`src/bwm_pkg.sv`:
```
// ============================================================================
// Battery window monitor package
// Shared state type, register indexes and arithmetic constants.
// ============================================================================
package bwm_pkg;

    // Sequencer states of the monitor.
    typedef enum logic [3:0] {
        ST_IDLE,
        ST_SCALE,
        ST_WRITE,
        ST_WALK,
        ST_AVG_DIV,
        ST_PCT_LOAD,
        ST_PCT_DIV,
        ST_DONE
    } t_state;

    // Configuration register indexes.
    localparam logic [2:0] CFG_SPREAD_LIMIT = 3'd0;
    localparam logic [2:0] CFG_PRESENT_MIN  = 3'd1;
    localparam logic [2:0] CFG_PRESENT_MAX  = 3'd2;
    localparam logic [2:0] CFG_EMPTY        = 3'd3;
    localparam logic [2:0] CFG_FULL         = 3'd4;

    // Register reset values.
    localparam logic [11:0] RST_SPREAD_LIMIT = 12'd200;
    localparam logic [12:0] RST_PRESENT_MIN  = 13'd2700;
    localparam logic [12:0] RST_PRESENT_MAX  = 13'd4300;
    localparam logic [12:0] RST_EMPTY        = 13'd3300;
    localparam logic [12:0] RST_FULL         = 13'd4200;

    // Pin full scale in millivolts; the code full scale is 4095.
    localparam logic [11:0] PIN_FS_MV = 12'd3300;

    // Battery divider ratio and percent scale.
    localparam logic [6:0] BATT_NUM    = 7'd115;
    localparam logic [6:0] BATT_DEN    = 7'd82;
    localparam logic [6:0] PCT_FULL    = 7'd100;

    // The ratio 115/82 as ceil(115 * 2^20 / 82); the product shifted right by
    // 20 gives the truncated quotient for every 12-bit mean.
    localparam logic [20:0] BATT_RECIP = 21'd1470564;
    localparam int          BATT_SHIFT = 20;

    // Serial divider: dividend and divisor widths, step counter width.
    localparam int DIV_W     = 20;
    localparam int DVS_W     = 13;
    localparam int DIV_CNT_W = 5;

endpackage

```
`src/battery_window_monitor.sv`:
```
// ============================================================================
// Battery window monitor
// Scales converter codes to pin millivolts, keeps them in a circular window
// memory and reports mean, spread, battery voltage, percent and presence.
// ============================================================================
//
//  Channel    Direction  Signals                          Content
//  s_axis     in         tvalid/tready/tdata[15:0]        one converter code
//  m_axis     out        tvalid/tready/tdata[47:0]/tuser  one result per code
//  cfg        in         i_cfg_valid/o_cfg_ready/index    register write
//
//  The walk reads one window entry per cycle through the single memory read
//  port, and a bit-serial divider of 20 steps runs twice, for the mean and
//  the percent; the battery scaling is a reciprocal multiplication.
//  Reset clears the write position, fill count, registers and handshakes; the
//  window memory needs no clearing since only written entries are read.
//  A new code is taken while a result still waits on m_axis; the result of
//  that code waits in the done state until the output register is free.
//  Configuration writes are always taken.
//
module battery_window_monitor #(
    parameter int WINDOW_DEPTH = 32
) (
    input  logic        i_clk,
    input  logic        i_rst_n,

    input  logic        s_axis_tvalid,
    output logic        s_axis_tready,
    input  logic [15:0] s_axis_tdata,   // [11:0] adc_code, [15:12] zero

    output logic        m_axis_tvalid,
    input  logic        m_axis_tready,
    output logic [47:0] m_axis_tdata,   // [11:0] pin_avg_mv, [24:12] battery_mv,
                                        // [31:25] percent, [43:32] spread_mv,
                                        // [47:44] zero
    output logic        m_axis_tuser,   // [0] present

    input  logic        i_cfg_valid,
    output logic        o_cfg_ready,
    input  logic [2:0]  i_cfg_index,
    input  logic [12:0] i_cfg_data
);

    localparam int AW    = $clog2(WINDOW_DEPTH);
    localparam int CW    = $clog2(WINDOW_DEPTH + 1);
    localparam int SUM_W = 12 + CW;
    localparam int HALF  = WINDOW_DEPTH / 2;
    localparam int DVS_W = bwm_pkg::DVS_W;

    // Configuration registers.
    logic [11:0] r_cfg_spread;
    logic [12:0] r_cfg_pmin;
    logic [12:0] r_cfg_pmax;
    logic [12:0] r_cfg_empty;
    logic [12:0] r_cfg_full;

    // Sequencer.
    bwm_pkg::t_state r_state;
    bwm_pkg::t_state n_state;

    // Window memory and its pointers.
    logic [11:0]   mem_window [WINDOW_DEPTH];
    logic [AW-1:0] r_wr_pos;
    logic [CW-1:0] r_fill;
    logic [CW-1:0] r_rd_idx;
    logic          r_rd_pend;
    logic [11:0]   r_rd_data;

    // Working registers.
    logic [23:0]    r_prod;
    logic [11:0]    r_mv;
    logic [SUM_W-1:0] r_sum;
    logic [11:0]    r_lo;
    logic [11:0]    r_hi;
    logic [11:0]    r_avg;
    logic [11:0]    r_spread;
    logic [12:0]    r_batt;
    logic [6:0]     r_pct;
    logic           r_present;

    // Serial divider.
    logic [DVS_W-1:0]           r_div_rem;
    logic [bwm_pkg::DIV_W-1:0]  r_div_quo;
    logic [DVS_W-1:0]           r_div_den;
    logic [bwm_pkg::DIV_CNT_W-1:0] r_div_cnt;
    logic [DVS_W:0]             div_shift;
    logic                       div_ge;
    logic                       div_done;

    // Output register.
    logic        r_out_valid;
    logic [11:0] r_out_avg;
    logic [12:0] r_out_batt;
    logic [6:0]  r_out_pct;
    logic        r_out_present;
    logic [11:0] r_out_spread;

    // Decoded controls.
    logic          s_accept;
    logic          m_accept;
    logic          rd_en;
    logic          out_load;
    logic [24:0]   scale_sum;
    logic [32:0]   batt_prod;
    logic [6:0]    pct_sel;
    logic          present_sel;

    assign s_accept = s_axis_tvalid && s_axis_tready;
    assign m_accept = r_out_valid && m_axis_tready;
    assign o_cfg_ready = 1'b1;

    // ------------------------------------------------------------------------
    // Configuration
    // ------------------------------------------------------------------------
    always_ff @(posedge i_clk) begin
        if (!i_rst_n) begin
            r_cfg_spread <= bwm_pkg::RST_SPREAD_LIMIT;
            r_cfg_pmin   <= bwm_pkg::RST_PRESENT_MIN;
            r_cfg_pmax   <= bwm_pkg::RST_PRESENT_MAX;
            r_cfg_empty  <= bwm_pkg::RST_EMPTY;
            r_cfg_full   <= bwm_pkg::RST_FULL;
        end else if (i_cfg_valid) begin
            case (i_cfg_index)
                bwm_pkg::CFG_SPREAD_LIMIT: r_cfg_spread <= i_cfg_data[11:0];
                bwm_pkg::CFG_PRESENT_MIN:  r_cfg_pmin   <= i_cfg_data;
                bwm_pkg::CFG_PRESENT_MAX:  r_cfg_pmax   <= i_cfg_data;
                bwm_pkg::CFG_EMPTY:        r_cfg_empty  <= i_cfg_data;
                bwm_pkg::CFG_FULL:         r_cfg_full   <= i_cfg_data;
                default: begin
                end
            endcase
        end
    end

    // ------------------------------------------------------------------------
    // Sequencer: next state
    // ------------------------------------------------------------------------
    always_comb begin
        n_state = r_state;
        case (r_state)
            bwm_pkg::ST_IDLE:     if (s_axis_tvalid) n_state = bwm_pkg::ST_SCALE;
            bwm_pkg::ST_SCALE:    n_state = bwm_pkg::ST_WRITE;
            bwm_pkg::ST_WRITE:    n_state = bwm_pkg::ST_WALK;
            bwm_pkg::ST_WALK: begin
                if (r_rd_idx == r_fill && !r_rd_pend) n_state = bwm_pkg::ST_AVG_DIV;
            end
            bwm_pkg::ST_AVG_DIV:  if (div_done) n_state = bwm_pkg::ST_PCT_LOAD;
            bwm_pkg::ST_PCT_LOAD: n_state = bwm_pkg::ST_PCT_DIV;
            bwm_pkg::ST_PCT_DIV:  if (div_done) n_state = bwm_pkg::ST_DONE;
            bwm_pkg::ST_DONE: begin
                if (!r_out_valid || m_axis_tready) n_state = bwm_pkg::ST_IDLE;
            end
            default:              n_state = bwm_pkg::ST_IDLE;
        endcase
    end

    // ------------------------------------------------------------------------
    // Sequencer: outputs
    // ------------------------------------------------------------------------
    always_comb begin
        s_axis_tready = 1'b0;
        rd_en         = 1'b0;
        out_load      = 1'b0;
        case (r_state)
            bwm_pkg::ST_IDLE: s_axis_tready = 1'b1;
            bwm_pkg::ST_WALK: rd_en = (r_rd_idx != r_fill);
            bwm_pkg::ST_DONE: out_load = !r_out_valid || m_axis_tready;
            default: begin
            end
        endcase
    end

    always_ff @(posedge i_clk) begin
        if (!i_rst_n) begin
            r_state <= bwm_pkg::ST_IDLE;
        end else begin
            r_state <= n_state;
        end
    end

    // ------------------------------------------------------------------------
    // Window memory: one write port, one registered read port
    // ------------------------------------------------------------------------
    always_ff @(posedge i_clk) begin
        if (r_state == bwm_pkg::ST_WRITE) begin
            mem_window[r_wr_pos] <= r_mv;
        end
        if (rd_en) begin
            r_rd_data <= mem_window[r_rd_idx[AW-1:0]];
        end
    end

    always_ff @(posedge i_clk) begin
        if (!i_rst_n) begin
            r_wr_pos  <= '0;
            r_fill    <= '0;
            r_rd_idx  <= '0;
            r_rd_pend <= 1'b0;
        end else begin
            r_rd_pend <= rd_en;
            if (r_state == bwm_pkg::ST_WRITE) begin
                r_rd_idx <= '0;
                if (r_wr_pos == AW'(WINDOW_DEPTH - 1)) begin
                    r_wr_pos <= '0;
                end else begin
                    r_wr_pos <= r_wr_pos + AW'(1);
                end
                if (r_fill != CW'(WINDOW_DEPTH)) begin
                    r_fill <= r_fill + CW'(1);
                end
            end else if (rd_en) begin
                r_rd_idx <= r_rd_idx + CW'(1);
            end
        end
    end

    // ------------------------------------------------------------------------
    // Datapath
    // ------------------------------------------------------------------------
    // Division by 4095 = 2^12 - 1 of a product below 2^24, exact.
    assign scale_sum = {1'b0, r_prod} + 25'(r_prod[23:12]) + 25'd1;

    // Battery millivolts from the finished mean quotient.
    assign batt_prod = {21'd0, r_div_quo[11:0]} * {12'd0, bwm_pkg::BATT_RECIP};

    assign div_shift = {r_div_rem, r_div_quo[bwm_pkg::DIV_W-1]};
    assign div_ge    = div_shift >= {1'b0, r_div_den};
    assign div_done  = (r_div_cnt == '0);

    always_comb begin
        if (r_batt <= r_cfg_empty) begin
            pct_sel = 7'd0;
        end else if (r_batt >= r_cfg_full) begin
            pct_sel = bwm_pkg::PCT_FULL;
        end else begin
            pct_sel = r_div_quo[6:0];
        end
    end

    assign present_sel = (r_fill >= CW'(HALF)) && (r_spread <= r_cfg_spread)
                      && (r_batt >= r_cfg_pmin) && (r_batt <= r_cfg_pmax);

    always_ff @(posedge i_clk) begin
        if (s_accept) begin
            r_prod <= {12'd0, s_axis_tdata[11:0]} * {12'd0, bwm_pkg::PIN_FS_MV};
        end
        case (r_state)
            bwm_pkg::ST_SCALE: r_mv <= scale_sum[23:12];
            bwm_pkg::ST_WRITE: begin
                r_sum <= '0;
                r_lo  <= '1;
                r_hi  <= '0;
            end
            bwm_pkg::ST_WALK: begin
                if (r_rd_pend) begin
                    r_sum <= r_sum + SUM_W'(r_rd_data);
                    if (r_rd_data < r_lo) r_lo <= r_rd_data;
                    if (r_rd_data > r_hi) r_hi <= r_rd_data;
                end
                // Load the divider for the mean as the walk ends.
                r_div_rem <= '0;
                r_div_quo <= bwm_pkg::DIV_W'(r_sum);
                r_div_den <= DVS_W'(r_fill);
                r_div_cnt <= bwm_pkg::DIV_CNT_W'(bwm_pkg::DIV_W);
            end
            bwm_pkg::ST_PCT_LOAD: begin
                // The percent quotient is only used when the battery
                // voltage lies strictly between the thresholds.
                r_div_rem <= '0;
                r_div_quo <= bwm_pkg::DIV_W'(r_batt - r_cfg_empty)
                           * bwm_pkg::DIV_W'(bwm_pkg::PCT_FULL);
                r_div_den <= r_cfg_full - r_cfg_empty;
                r_div_cnt <= bwm_pkg::DIV_CNT_W'(bwm_pkg::DIV_W);
            end
            bwm_pkg::ST_AVG_DIV, bwm_pkg::ST_PCT_DIV: begin
                if (!div_done) begin
                    r_div_cnt <= r_div_cnt - bwm_pkg::DIV_CNT_W'(1);
                    if (div_ge) begin
                        r_div_rem <= DVS_W'(div_shift - {1'b0, r_div_den});
                        r_div_quo <= {r_div_quo[bwm_pkg::DIV_W-2:0], 1'b1};
                    end else begin
                        r_div_rem <= div_shift[DVS_W-1:0];
                        r_div_quo <= {r_div_quo[bwm_pkg::DIV_W-2:0], 1'b0};
                    end
                end else if (r_state == bwm_pkg::ST_AVG_DIV) begin
                    r_avg    <= r_div_quo[11:0];
                    r_spread <= r_hi - r_lo;
                    r_batt   <= batt_prod[bwm_pkg::BATT_SHIFT +: 13];
                end else begin
                    r_pct     <= pct_sel;
                    r_present <= present_sel;
                end
            end
            default: begin
            end
        endcase
    end

    // ------------------------------------------------------------------------
    // Output register
    // ------------------------------------------------------------------------
    always_ff @(posedge i_clk) begin
        if (!i_rst_n) begin
            r_out_valid <= 1'b0;
        end else if (out_load) begin
            r_out_valid <= 1'b1;
        end else if (m_accept) begin
            r_out_valid <= 1'b0;
        end
    end

    always_ff @(posedge i_clk) begin
        if (out_load) begin
            r_out_avg     <= r_avg;
            r_out_batt    <= r_batt;
            r_out_pct     <= r_pct;
            r_out_present <= r_present;
            r_out_spread  <= r_spread;
        end
    end

    assign m_axis_tvalid = r_out_valid;
    assign m_axis_tdata  = {4'd0, r_out_spread, r_out_pct, r_out_batt, r_out_avg};
    assign m_axis_tuser  = r_out_present;

    // ------------------------------------------------------------------------
    // Assertions
    // ------------------------------------------------------------------------
    a_fill_bound: assert property (@(posedge i_clk) disable iff (!i_rst_n)
        r_fill <= CW'(WINDOW_DEPTH))
        else $error("fill count above window depth");

    a_walk_bound: assert property (@(posedge i_clk) disable iff (!i_rst_n)
        (r_state == bwm_pkg::ST_WALK) |-> (r_rd_idx <= r_fill))
        else $error("window walk past fill count");

    a_mean_den: assert property (@(posedge i_clk) disable iff (!i_rst_n)
        (r_state == bwm_pkg::ST_AVG_DIV) |-> (r_div_den != '0))
        else $error("mean divider started with zero count");

    a_result_src: assert property (@(posedge i_clk) disable iff (!i_rst_n)
        $rose(m_axis_tvalid) |-> $past(r_state == bwm_pkg::ST_DONE))
        else $error("result raised outside the done state");

endmodule

```
`config.mk`:
```
export PLATFORM = sky130hd
export DESIGN_NAME = battery_window_monitor
export DESIGN_NICKNAME = d
export VERILOG_FILES = /design/src/bwm_pkg.sv /design/src/battery_window_monitor.sv
export SDC_FILE = /design/constraint.sdc
export NUM_CORES = 1
export LEC_CHECK = 0
export CORE_MARGIN = 2
export CORE_UTILIZATION = 30
export DETAILED_ROUTE_END_ITERATION = 12
export DONT_BUFFER_PORTS = 1
export GPL_ROUTABILITY_DRIVEN = 0
export GPL_TIMING_DRIVEN = 0
export HOLD_SLACK_MARGIN = 0.05
export SYNTH_ARGS = -nofsm -noshare
export SYNTH_HDL_FRONTEND = slang
export SYNTH_SLANG_ARGS = --single-unit
```
`constraint.sdc`:
```
create_clock -name i_clk -period 5.1 [get_ports i_clk]
set_clock_uncertainty 0.2 [all_clocks]
set_input_delay 0.255 -clock i_clk [delete_from_list [all_inputs] [get_ports i_clk]]
set_output_delay 0.255 -clock i_clk [all_outputs]
set_load 0.02 [all_outputs]
```
==> impl_summary.txt, run 1 <==
----------------------------------------------------
[Layout]
  Net count reported at finish ... 3550
  Layout Area Growth over Synthesis ... 16.08%
  Non-Filler Cell Area, Final ... about 44000 sq um
  Most common cell after layout, fill and taps aside ... edfxtp_1
  Commonest cells after routing, fill and taps aside ... edfxtp_1 (613), inv_1 (343), ha_1 (341), nand2_1 (193), nor2_1 (141)
  Fraction of layout cells with a size suffix above 1 ... between 10 and 15%
  Fill cell count ... approximately 12000

[Timing]
  Tcrit/Tclk final ... 101.4%
  Relative slew slack ... ~6.4%
  Post-layout min period ... 5.172 ns
  Worst hold slack after final layout ... ~0.11 ns
  PnR worst setup slack ... -0.07235 ns
  Max Clk Rate ... around 190 MHz
  Final setup fails ... 4
  Final number of hold-violating endpoints ... 0
  Setup repair after global routing missed its margin ... true
  Pin slew with the least headroom to its limit ... approximately 1.4 ns
  Final number of max-transition violations ... 0

[Detailed routing]
  DR vias ... roughly 23000
  Vias per Instance ... around 4.8
  Starting DRT DRC Count ... 1766
  Total wire length after detailed routing ... roughly 89 mm
  Final routed wire length divided by cell count ... roughly 19 um
  Drc violations ... 0
  Number of detailed-routing iterations run before antenna repair ... 6
  Number of routed nets with antenna violations ... 0

[Floorplanning]
  Die span in y ... roughly 360 um
  Die Wd ... 359.4 um
  Total number of placement rows ... 130
  Area of the core ... approximately 130000 sq um
  Effective utilization at floorplan ... just over 30%
  Die area ... roughly 130000 sq um
  I/O pin count ... 89

[Setup path]
  Worst Path Max Fanout ... 6
  Required time at the worst-slack endpoint ... 5.27 ns
  CP max stage cell ... fa_1
  Element type at the critical path end ... register
  Dominant cell type by count on the critical path ... fa_1
  Sum of buffers and inverters on the critical path ... 2
  Startpoint class of the critical path ... register
  Instance count on the critical path ... 15
  Worst endpoint data arrival time ... about 5.3 ns
  Cell chain of the critical path ... buf_6 > ha_1 > fa_1 > fa_1 > fa_1 > inv_1 > fa_1 > ha_4 > and4_1 > and2_4 > nand4_1 > o31ai_4 > o41ai_4 > o21bai_1 > xor2_1
  Family of cells with the greatest summed delay on the critical path ... adder cells
  Slowest cell delay on critical path ... roughly 0.6 ns
  Worst reg2reg path depth ... 15
  Setup CP Type ... register to register

[Synthesis]
  Post-synthesis sequential element count ... approximately 700
  Number of flops mapped to enable cells by yosys ... 613
  Portion of the post-synthesis area used by sequential elements ... a little over half
  Mapped Cells ... 2865
  Warning count from the yosys run ... 0
  Predominant post-synthesis flop cell ... edfxtp_1
  Share of synthesized registers carrying an async set or reset ... 0%
  Synthesized area ... between 30000 and 40000 sq um
  Synthesized area divided by synthesized cell count ... 13.23 sq um
  Netlist cell types ... 74

[Min path]
  Hold Crit Depth ... 1
  Worst hold path class ... primary input to register

[Clock tree]
  Maximum clock path buffer count ... 3
  Worst-path clk slew ... approximately 0.06 ns
  Sink count of the clock tree ... around 700
  CTS tree ... built
  # H-tree levels ... 3
  Master cell of the clock root buffer ... clkbuf_16
  Later-pin clock latency in the skew report ... 0.64 ns
  Number of buffers inserted during clock tree synthesis ... 75

[Outcome]
  Failing checks ... negative setup slack
  Outcome ... finished with violations

[Place]
  Placed cell areas ... about 40000 sq um
  Pre-CTS setup slack ... -0.9720 ns
  Port Buffer Count ... 0
  Post-DP HPWL ... ~64 mm

[Power]
  Power per cell area ... roughly 530 nW/um^2
  Leakage power ... 0.01653 uW
  Peak supply drop ... approximately 750 uV
  Power consumption ... around 23000 uW

[Global route]
  Total overflow reported by the global router ... 0
  GRT Util Overall ... roughly 14%
  Via count of the first global-routing pass ... about 23000
  Antenna violations before repair ... 1
  Global-route wire length before repair ... roughly 140 mm
  Largest net degree at the start of global routing ... 33

[Flow run]
  Max-cap check violation count ... 0

----------------------------------------------------
[final timing paths]
kind              slack (ns)      endpoint            start
setup / recovery       -0.07    r_batt[11]     r_div_quo[5]
hold / removal          0.11     r_prod[4]  s_axis_tdata[2]
setup reg to reg       -0.07    r_batt[11]     r_div_quo[5]
hold reg to reg         0.22  r_out_pct[2]         r_pct[2]
[cell usage after synthesis, drive strengths merged (59+ instances only)]
| cell type | number | area (sq um) |
|---|---|---|
| o21ai | 80 | 400.4 |
| nor2 | 147 | 551.8 |
| ha | 362 | 4529 |
| xnor2 | 66 | 578.1 |
| nand2 | 194 | 728.2 |
| clkbuf | 59 | 221.5 |
| mux4 | 120 | 2703 |
| dfxtp | 86 | 1722 |
| inv | 354 | 1329 |
| a21oi | 96 | 484.2 |
| fa | 100 | 2002 |
| edfxtp | 613 | 18410 |
[power breakdown]
group	total [uW]	switching [uW]	leakage [uW]	internal (uW)
logic	9890	5310	0.00911	4590
clock network	5450	2290	0.00120	3160
registers	7960	602	0.00622	7350
total	23300	8200	0.0165	15100
[what timing repair did]
action,CTS,global route
resized for setup,52,54
hold buffers,40,1
endpoints found under the hold margin,80,2
endpoints found under the setup margin,18,15
pin swaps,33,65
setup buffers,41,20
cloned,0,0
[area by class of cell]
cell class,instances,area (sq um),area share [%]
Tap cell,1650,2064,4.693
Sequential cell,699,20130,45.76
Buffer,84,369.1,0.8391
Antenna cell,3,7.507,0.01707
Inverter,354,1333,3.029
Timing Repair Buffer,106,950.9,2.162
Clock inverter,35,392.9,0.8932
Clock buffer,104,2090,4.750
Multi-Input combinational cell,1731,16650,37.85
[stage by stage]
step                      setup TNS, ns  cells  utilization, %
after detailed placement         -7.996   4522           31.98
after global placement           -27.01   4518           31.91
final                           -0.2112   4766           35.08
after CTS                       -0.3275   4742           34.75
after floorplan                       0   2868               -
after global routing             -1.679   4763           35.07
[flip-flops by register name, summed over array words and instances (netlist names), 13 cells and up]
signal       cells
mem_window     384
r_prod          22
r_div_quo       20
r_sum           18
r_batt          13
r_cfg_empty     13
r_cfg_full      13
r_cfg_pmax      13
r_cfg_pmin      13
r_div_den       13
r_div_rem       13
r_out_batt      13
[logic make-up (layout without fill, tap and decap cells)]
logic type,after synthesis,count (layout),synth area share [%]
other,2,8,0.01982
AO/OA/AOI/OAI,424,424,7.492
buffers and inverters,438,683,4.481
XOR/XNOR,104,104,2.404
flip-flops,699,699,53.12
multiplexers,142,142,7.756
AND/OR/NAND/NOR,594,594,7.492
adder cells (fa/ha/maj),462,462,17.24
[metal layers]
layer | vias up | global-route usage [%] | wire, um
li1 | 10790 | - | -
met1 | 11300 | 18.18 | 39100
met2 | 519 | 23.12 | 43200
met3 | 103 | 2.138 | 4459
met4 | 0 | 3.582 | 1996
met5 | - | 0 | 0
Power figures use the tool's default switching activity.
==> run 2: changes to the inputs <==
Settings changed: CTS_BUF_LIST from default to sky130_fd_sc_hd__clkbuf_2 sky130_fd_sc_hd__clkbuf_4 sky130_fd_sc_hd__clkbuf_8.
==> run 2 against run 1 <==
  * The flow still finishes with violations (negative setup slack)
  * Hold slack better by 0.038 ns
  * Total power is 4.0% lower
  * Sequential power hardly changed
  * Global-route usage is 0.11 points higher
  * Sequential cell count stayed put
  * Critical path type unchanged
  * Maximum frequency is 0.24% higher
  * Critical endpoint is now r_batt[9]
  * Via count is 0.34% higher
  * Die area stayed put
  * Utilization is 0.16 points lower
==> impl_summary.txt, run 2 (synthesis results as in run 1) <==
----------------------------------------------------
[Outcome]
  Outcome ... finished with violations
  Failing checks ... negative setup slack

[Floorplanning]
  Effective utilization at floorplan ... between 30% and 40%
  Die Wd ... around 360 um
  Die area ... roughly 130000 sq um
  Die span in y ... about 360 um
  Total number of placement rows ... 130
  Area of the core ... 125400 sq um
  I/O pin count ... 89

[Layout]
  Fraction of layout cells with a size suffix above 1 ... 15.30%
  Reg with most FFs ... mem_window
  Commonest cells after routing, fill and taps aside ... edfxtp_1 (613), inv_1 (345), ha_1 (345), nand2_1 (193), nor2_1 (142)
  Largest registers ranked by flip-flop count ... mem_window x384, r_prod x22, r_div_quo x20
  Fin util ... 34.92%
  Non-Filler Cell Area, Final ... between 40000 and 50000 sq um
  Max FFs per register ... ~380
  Layout Area Growth over Synthesis ... 15.56%
  Most common cell after layout, fill and taps aside ... edfxtp_1
  Net count reported at finish ... 3592
  Number of cells in the finished layout apart from fillers ... 4841

[Power]
  Power per cell area ... about 510 nW/um^2
  Combinational group share of total power ... between 40 and 50%
  Leakage power ... approximately 0.017 uW
  Part of the total power dissipated in sequential elements ... roughly 36%
  Peak supply drop ... 725.0 uV
  Internal cell power ... ~14000 uW
  Proportion of power drawn by the clock network ... 21.5%
  Switching power of the nets ... ~8000 uW
  Fraction of power spent switching nets ... approximately 36%

[Timing]
  Max Clk Rate ... between 150 and 200 MHz
  Final setup fails ... 3
  Setup repair after global routing missed its margin ... true
  Aggregate negative setup slack ... -0.1642 ns
  Relative slew slack ... between 10 and 15%
  Worst hold slack after final layout ... between 0.15 and 0.2 ns
  PnR worst setup slack ... -0.06015 ns
  Final number of max-transition violations ... 0
  Tcrit/Tclk final ... 101.2%
  Pin slew with the least headroom to its limit ... about 1.3 ns
  Final number of hold-violating endpoints ... 0
  Post-layout min period ... roughly 5.2 ns

[Detailed routing]
  Drc violations ... 0
  Vias per Instance ... 4.706
  Final routed wire length divided by cell count ... around 18 um
  Number of routed nets with antenna violations ... 0
  DR vias ... 22780
  Number of detailed-routing iterations run before antenna repair ... 7
  Starting DRT DRC Count ... between 1500 and 2000
  Total wire length after detailed routing ... between 80 and 90 mm

[Setup path]
  Cell chain of the critical path ... fa_1 > fa_1 > inv_1 > fa_1 > inv_2 > fa_1 > inv_1 > fa_1 > inv_2 > ha_4 > and4_1 > and2_4 > nand4_1 > o31ai_4 > nor2_1 > nor2b_1 > nor2_1 > xnor2_1
  Setup CP Type ... register to register
  Worst endpoint data arrival time ... between 5 and 6 ns
  Element type at the critical path end ... register
  CP max stage cell ... fa_1
  Startpoint class of the critical path ... register
  Worst Path Max Fanout ... 4
  Dominant cell type by count on the critical path ... fa_1
  Slowest cell delay on critical path ... 0.54 ns
  Required time at the worst-slack endpoint ... 5.39 ns

[Global route]
  Total overflow reported by the global router ... 0
  Largest net degree at the start of global routing ... 33
  Via count of the first global-routing pass ... around 23000
  Global-route wire length before repair ... 138.3 mm
  GRT Util Overall ... 13.77%
  Antenna violations before repair ... 2

[Place]
  Placed cell areas ... ~40000 sq um
  Cell count after placement ... around 4500
  Port Buffer Count ... 0
  Post-DP HPWL ... ~64 mm

[Clock tree]
  # H-tree levels ... 3
  CTS tree ... built
  Worst-path clk slew ... about 0.070 ns
  Maximum clock path buffer count ... 3
  Sink count of the clock tree ... 699
  Number of buffers inserted during clock tree synthesis ... 110
  Later-pin clock latency in the skew report ... 0.76 ns
  Master cell of the clock root buffer ... clkbuf_8

[Min path]
  Worst hold path class ... primary input to register

[Flow run]
  Max-cap check violation count ... 0

----------------------------------------------------
==> run 2: cell types whose count changed in the layout (fill, tap and decap cells not counted), moves of 3 or more <==
cell / delta
buf_4: -9
bufinv_16: -3
clkbuf_1: -22
clkbuf_16: -78
clkbuf_4: +35
clkbuf_8: +112
clkinv_1: +23
clkinv_2: +4
dlygate4sd3_1: +17
ha_1: +4
ha_2: -3
==> run 2: path summary, 6_finish.rpt <==
kind / end / cells past startpoint / slack (ns) / start
setup / recovery: r_batt[9] / 18 / -0.06 / r_div_quo[11]
hold / removal: r_prod[10] / 6 / 0.15 / s_axis_tdata[7]
setup reg to reg: r_batt[9] / 18 / -0.06 / r_div_quo[11]
hold reg to reg: r_out_avg[3] / 0 / 0.22 / r_avg[3]
==> run 2: final cells by class <==
type | instances | area, sq um
plain buffers | 84 | 369.1
repair buffers | 113 | 1042
inverters | 354 | 1333
well taps | 1650 | 2064
fillers | 12090 | 81620
diodes | 1 | 2.502
clock inverters | 58 | 386.6
multi-input cells | 1731 | 16600
clock buffers | 151 | 1859
flip-flops and latches | 699 | 20130
==> run 2: power groups by stage <==
stage                     sequential (uW)  clock (uW)  combinational (uW)
after floorplan                      7780           0                6560
after global placement               8110           0                8190
after detailed placement             8130           0                8330
after CTS                            7970        4930                9360
after global routing                 8030        5180               10900
final                                7960        4810                9600
==> run 2: timing repair <==
item / CTS / global route
endpoints found under the setup margin: 18 / 15
resized for setup: 50 / 46
hold endpoints to repair: 135 / 1
pin swaps: 33 / 53
hold buffers: 57 / 1
buffers inserted: 38 / 12
==> run 2: per-stage QoR <==
| stage | setup WS [ns] | power (uW) |
|---|---|---|
| finish | -0.06015 | 22370 |
| global route | -0.3025 | 24140 |
| CTS | -0.05730 | 22260 |
| detailed placement | -0.9720 | 16460 |
| global placement | -0.9430 | 16290 |
| floorplan | 0.008715 | 14340 |
==> run 2: critical path, delay by kind of cell (launching register included) <==
kind            cells  cell delay, ns
xor+xnor            1            0.12
flops               1            0.51
fa+ha+maj           6            2.78
simple gates        6            0.79
compound gates      1            0.34
buf+inv             4            0.18
==> run 2: layer usage <==
| metal | wire, um | vias up | GRT usage, % |
|---|---|---|---|
| met2 | 43180 | 469 | 23.40 |
| met4 | 2008 | 2 | 3.831 |
| met3 | 4044 | 140 | 2.371 |
| met5 | 13 | - | 0 |
| met1 | 39760 | 11290 | 18.04 |
| li1 | - | 10880 | - |
==> run 3: changes to the inputs <==
Settings changed: ABC_AREA from default to 1.
==> run 3 against run 2 <==
  * The flow now finishes without violations
  * Routed wire length up 25%
  * Total power up 23%
  * Highest routed layer is now met4
  * Critical path depth down 1
  * Register-to-register slack better by 0.24 ns
  * Critical path type unchanged
==> impl_summary.txt, run 3 <==
----------------------------------------------------
[Synthesis]
  Synthesized area ... approximately 40000 sq um
  Portion of the post-synthesis area used by sequential elements ... 50.26%
  Mapped Cells ... between 4000 and 5000
  Most common cell in the synthesized netlist ... nand2_1
  Predominant post-synthesis flop cell ... edfxtp_1
  Leading post-synthesis cells by instance count ... nand2_1 (657), edfxtp_1 (613), inv_1 (549), nor2_1 (476), ha_1 (362)
  Area contributors post-synth ... edfxtp_1 (46%), ha_1 (11%), nand2_1 (6.2%)
  Share of synthesized registers carrying an async set or reset ... 0%
  Post-synthesis sequential element count ... 699
  Warning count from the yosys run ... 0
  Synthesized area divided by synthesized cell count ... around 9.8 sq um
  Post-synth top area share ... approximately 46%
  Netlist cell types ... 51
  Library cell with the largest summed area after synthesis ... edfxtp_1
  Number of flops mapped to enable cells by yosys ... a little over 600

[Global route]
  Largest net degree at the start of global routing ... 33
  Via count of the first global-routing pass ... a little under 30000
  GRT Util Overall ... 16.14%
  Global-route wire length before repair ... roughly 170 mm
  Antenna violations before repair ... 4
  Total overflow reported by the global router ... 0

[Detailed routing]
  Vias per Instance ... ~4.9
  Starting DRT DRC Count ... between 2000 and 3000
  DR vias ... between 30000 and 40000
  Drc violations ... 0
  Number of detailed-routing iterations run before antenna repair ... 6
  Final routed wire length divided by cell count ... approximately 18 um
  Number of routed nets with antenna violations ... 0
  Total wire length after detailed routing ... ~110 mm

[Timing]
  Final setup fails ... 0
  Max Clk Rate ... approximately 200 MHz
  Pin slew with the least headroom to its limit ... around 1.5 ns
  Relative slew slack ... about 3%
  Post-layout min period ... roughly 4.9 ns
  PnR worst setup slack ... ~0.18 ns
  Final number of max-transition violations ... 0
  Tcrit/Tclk final ... 96.55%
  Final number of hold-violating endpoints ... 0

[Power]
  Power per cell area ... around 600 nW/um^2
  Proportion of power drawn by the clock network ... 19.1%
  Part of the total power dissipated in sequential elements ... 29.9%
  Fraction of power spent switching nets ... 43.89%
  Leakage power ... between 0.015 and 0.02 uW
  Switching power of the nets ... between 10000 and 15000 uW
  Peak supply drop ... roughly 1300 uV
  Internal cell power ... around 15000 uW
  Combinational group share of total power ... 51.0%
  Power consumption ... 27570 uW

[Layout]
  Layout Area Growth over Synthesis ... 14.71%
  Reg with most FFs ... mem_window
  Fraction of layout cells with a size suffix above 1 ... about 8.8%
  Non-Filler Cell Area, Final ... approximately 46000 sq um
  Number of cells in the finished layout apart from fillers ... between 6000 and 7000
  Fill cell count ... 13380
  Commonest cells after routing, fill and taps aside ... nand2_1 (654), edfxtp_1 (613), inv_1 (547), nor2_1 (470), ha_1 (359)
  Most common cell after layout, fill and taps aside ... nand2_1
  Net count reported at finish ... slightly below 5000
  Max FFs per register ... 384
  Largest registers ranked by flip-flop count ... mem_window x384, r_prod x22, r_div_quo x20

[Floorplanning]
  Total number of placement rows ... 134
  I/O pin count ... between 80 and 90
  Effective utilization at floorplan ... between 30% and 40%
  Die Wd ... approximately 370 um
  Die area ... between 100000 and 150000 sq um
  Area of the core ... approximately 130000 sq um
  Die span in y ... between 300 and 400 um

[Setup path]
  Cell chain of the critical path ... fa_1 > fa_1 > inv_1 > fa_1 > inv_1 > fa_1 > inv_1 > fa_1 > inv_1 > ha_4 > nand2_2 > inv_1 > nand3_1 > nor3_1 > nand3_1 > nand3_1 > nand2_1
  Required time at the worst-slack endpoint ... around 5.4 ns
  Worst Path Max Fanout ... 5
  Family of cells with the greatest summed delay on the critical path ... adder cells
  Setup CP Type ... register to register
  Element type at the critical path end ... register
  Startpoint class of the critical path ... register
  Slowest cell delay on critical path ... ~0.53 ns
  CP max stage cell ... fa_1
  Sum of buffers and inverters on the critical path ... 5
  Worst endpoint data arrival time ... 5.23 ns

[Min path]
  Worst hold path class ... primary input to register

[Clock tree]
  CTS tree ... built
  Maximum clock path buffer count ... 3
  # H-tree levels ... 3
  Master cell of the clock root buffer ... clkbuf_8
  Number of buffers inserted during clock tree synthesis ... ~120
  Worst-path clk slew ... approximately 0.060 ns
  Sink count of the clock tree ... between 600 and 700
  Later-pin clock latency in the skew report ... around 0.80 ns

[Flow run]
  Max-cap check violation count ... 0

[Place]
  Cell count after placement ... ~5900
  Pre-CTS setup slack ... -0.2459 ns
  Port Buffer Count ... 0
  Post-DP HPWL ... just over 80 mm
  Placed cell areas ... roughly 42000 sq um

[Outcome]
  Outcome ... finished, final reports clean

----------------------------------------------------
[run 3: cell types whose count changed in the layout (fill, tap and decap cells not counted), moves of 120 or more]
| cell | previous run | this run |
|---|---|---|
| nand2_1 | 193 | 654 |
| nand3_1 | 26 | 171 |
| a21oi_1 | 86 | 217 |
| mux4_2 | 120 | 0 |
| nor2_1 | 142 | 470 |
| inv_1 | 345 | 547 |
| o21ai_0 | 66 | 281 |
[run 3: what timing repair did]
action                     in CTS  in global routing
gates resized for setup         2                 25
hold endpoints to repair      118                  0
buffers inserted               10                 26
setup endpoints to repair      12                 17
pin swaps                       0                  3
hold buffers                   52                  0
[run 3: per-layer routing]
metal | vias up | global-route usage, % | wire [um]
met5 | - | 0 | 0
met3 | 210 | 2.442 | 7673
li1 | 14370 | - | -
met1 | 14440 | 21.36 | 48180
met2 | 1090 | 26.24 | 51550
met4 | 0 | 6.813 | 4052
[run 3: tightest hold or removal path: cells and delay by family]
family	cells	cell delay, ns
buf+inv	1	0.67
simple gates	1	0.09
compound gates	1	0.08
[run 3: worst paths after layout]
check / from / slack, ns / end / depth (start not counted)
hold / removal: i_cfg_data[12] / 0.13 / r_cfg_full[12] / 3
setup reg to reg: r_div_quo[9] / 0.18 / r_batt[10] / 17
setup / recovery: r_div_quo[9] / 0.18 / r_batt[10] / 17
hold reg to reg: r_avg[7] / 0.21 / r_out_avg[7] / 0
[run 3: area by class of cell]
cell class              instances  area [sq um]  area share, %
diodes                          4         10.01        0.02179
plain buffers                 115         609.3          1.326
clock buffers                 168          2068          4.502
clock inverters                48         407.9         0.8879
inverters                     566          2132          4.641
multi-input cells            2705         17360          37.79
flip-flops and latches        699         20130          43.82
well taps                    1768          2212          4.815
repair buffers                104          1010          2.198
[run 3: logic make-up (layout without fill, tap and decap cells)]
logic type | after synthesis | count (layout) | share of synthesized area [%]
XOR/XNOR | 69 | 69 | 1.509
flip-flops | 699 | 699 | 50.26
adder cells (fa/ha/maj) | 462 | 462 | 16.31
buffers and inverters | 681 | 1001 | 6.827
AND/OR/NAND/NOR | 1436 | 1436 | 14.91
other | 2 | 9 | 0.01875
AO/OA/AOI/OAI | 733 | 733 | 10.16
[run 3: power groups by stage]
| stage | logic [uW] | registers [uW] | clock network (uW) |
|---|---|---|---|
| 2_1_floorplan | 9830 | 8010 | 0 |
| 3_3_place_gp | 13000 | 8440 | 0 |
| 3_5_place_dp | 13100 | 8460 | 0 |
| 4_1_cts | 13400 | 8300 | 5360 |
| 5_1_grt | 16000 | 8300 | 5580 |
| 6_report | 14000 | 8260 | 5260 |
[run 3: through the flow]
| stage | TNS [ns] | hold WS [ns] | utilization, % |
|---|---|---|---|
| after global placement | -94.31 | 0.1544 | 31.79 |
| after floorplan | 0 | 0.1539 | - |
| final | 0 | 0.1307 | 34.55 |
| after CTS | -0.005949 | 0.08160 | 34.25 |
| after detailed placement | -0.8123 | 0.1543 | 31.93 |
| after global routing | -0.009012 | 0.1565 | 34.55 |
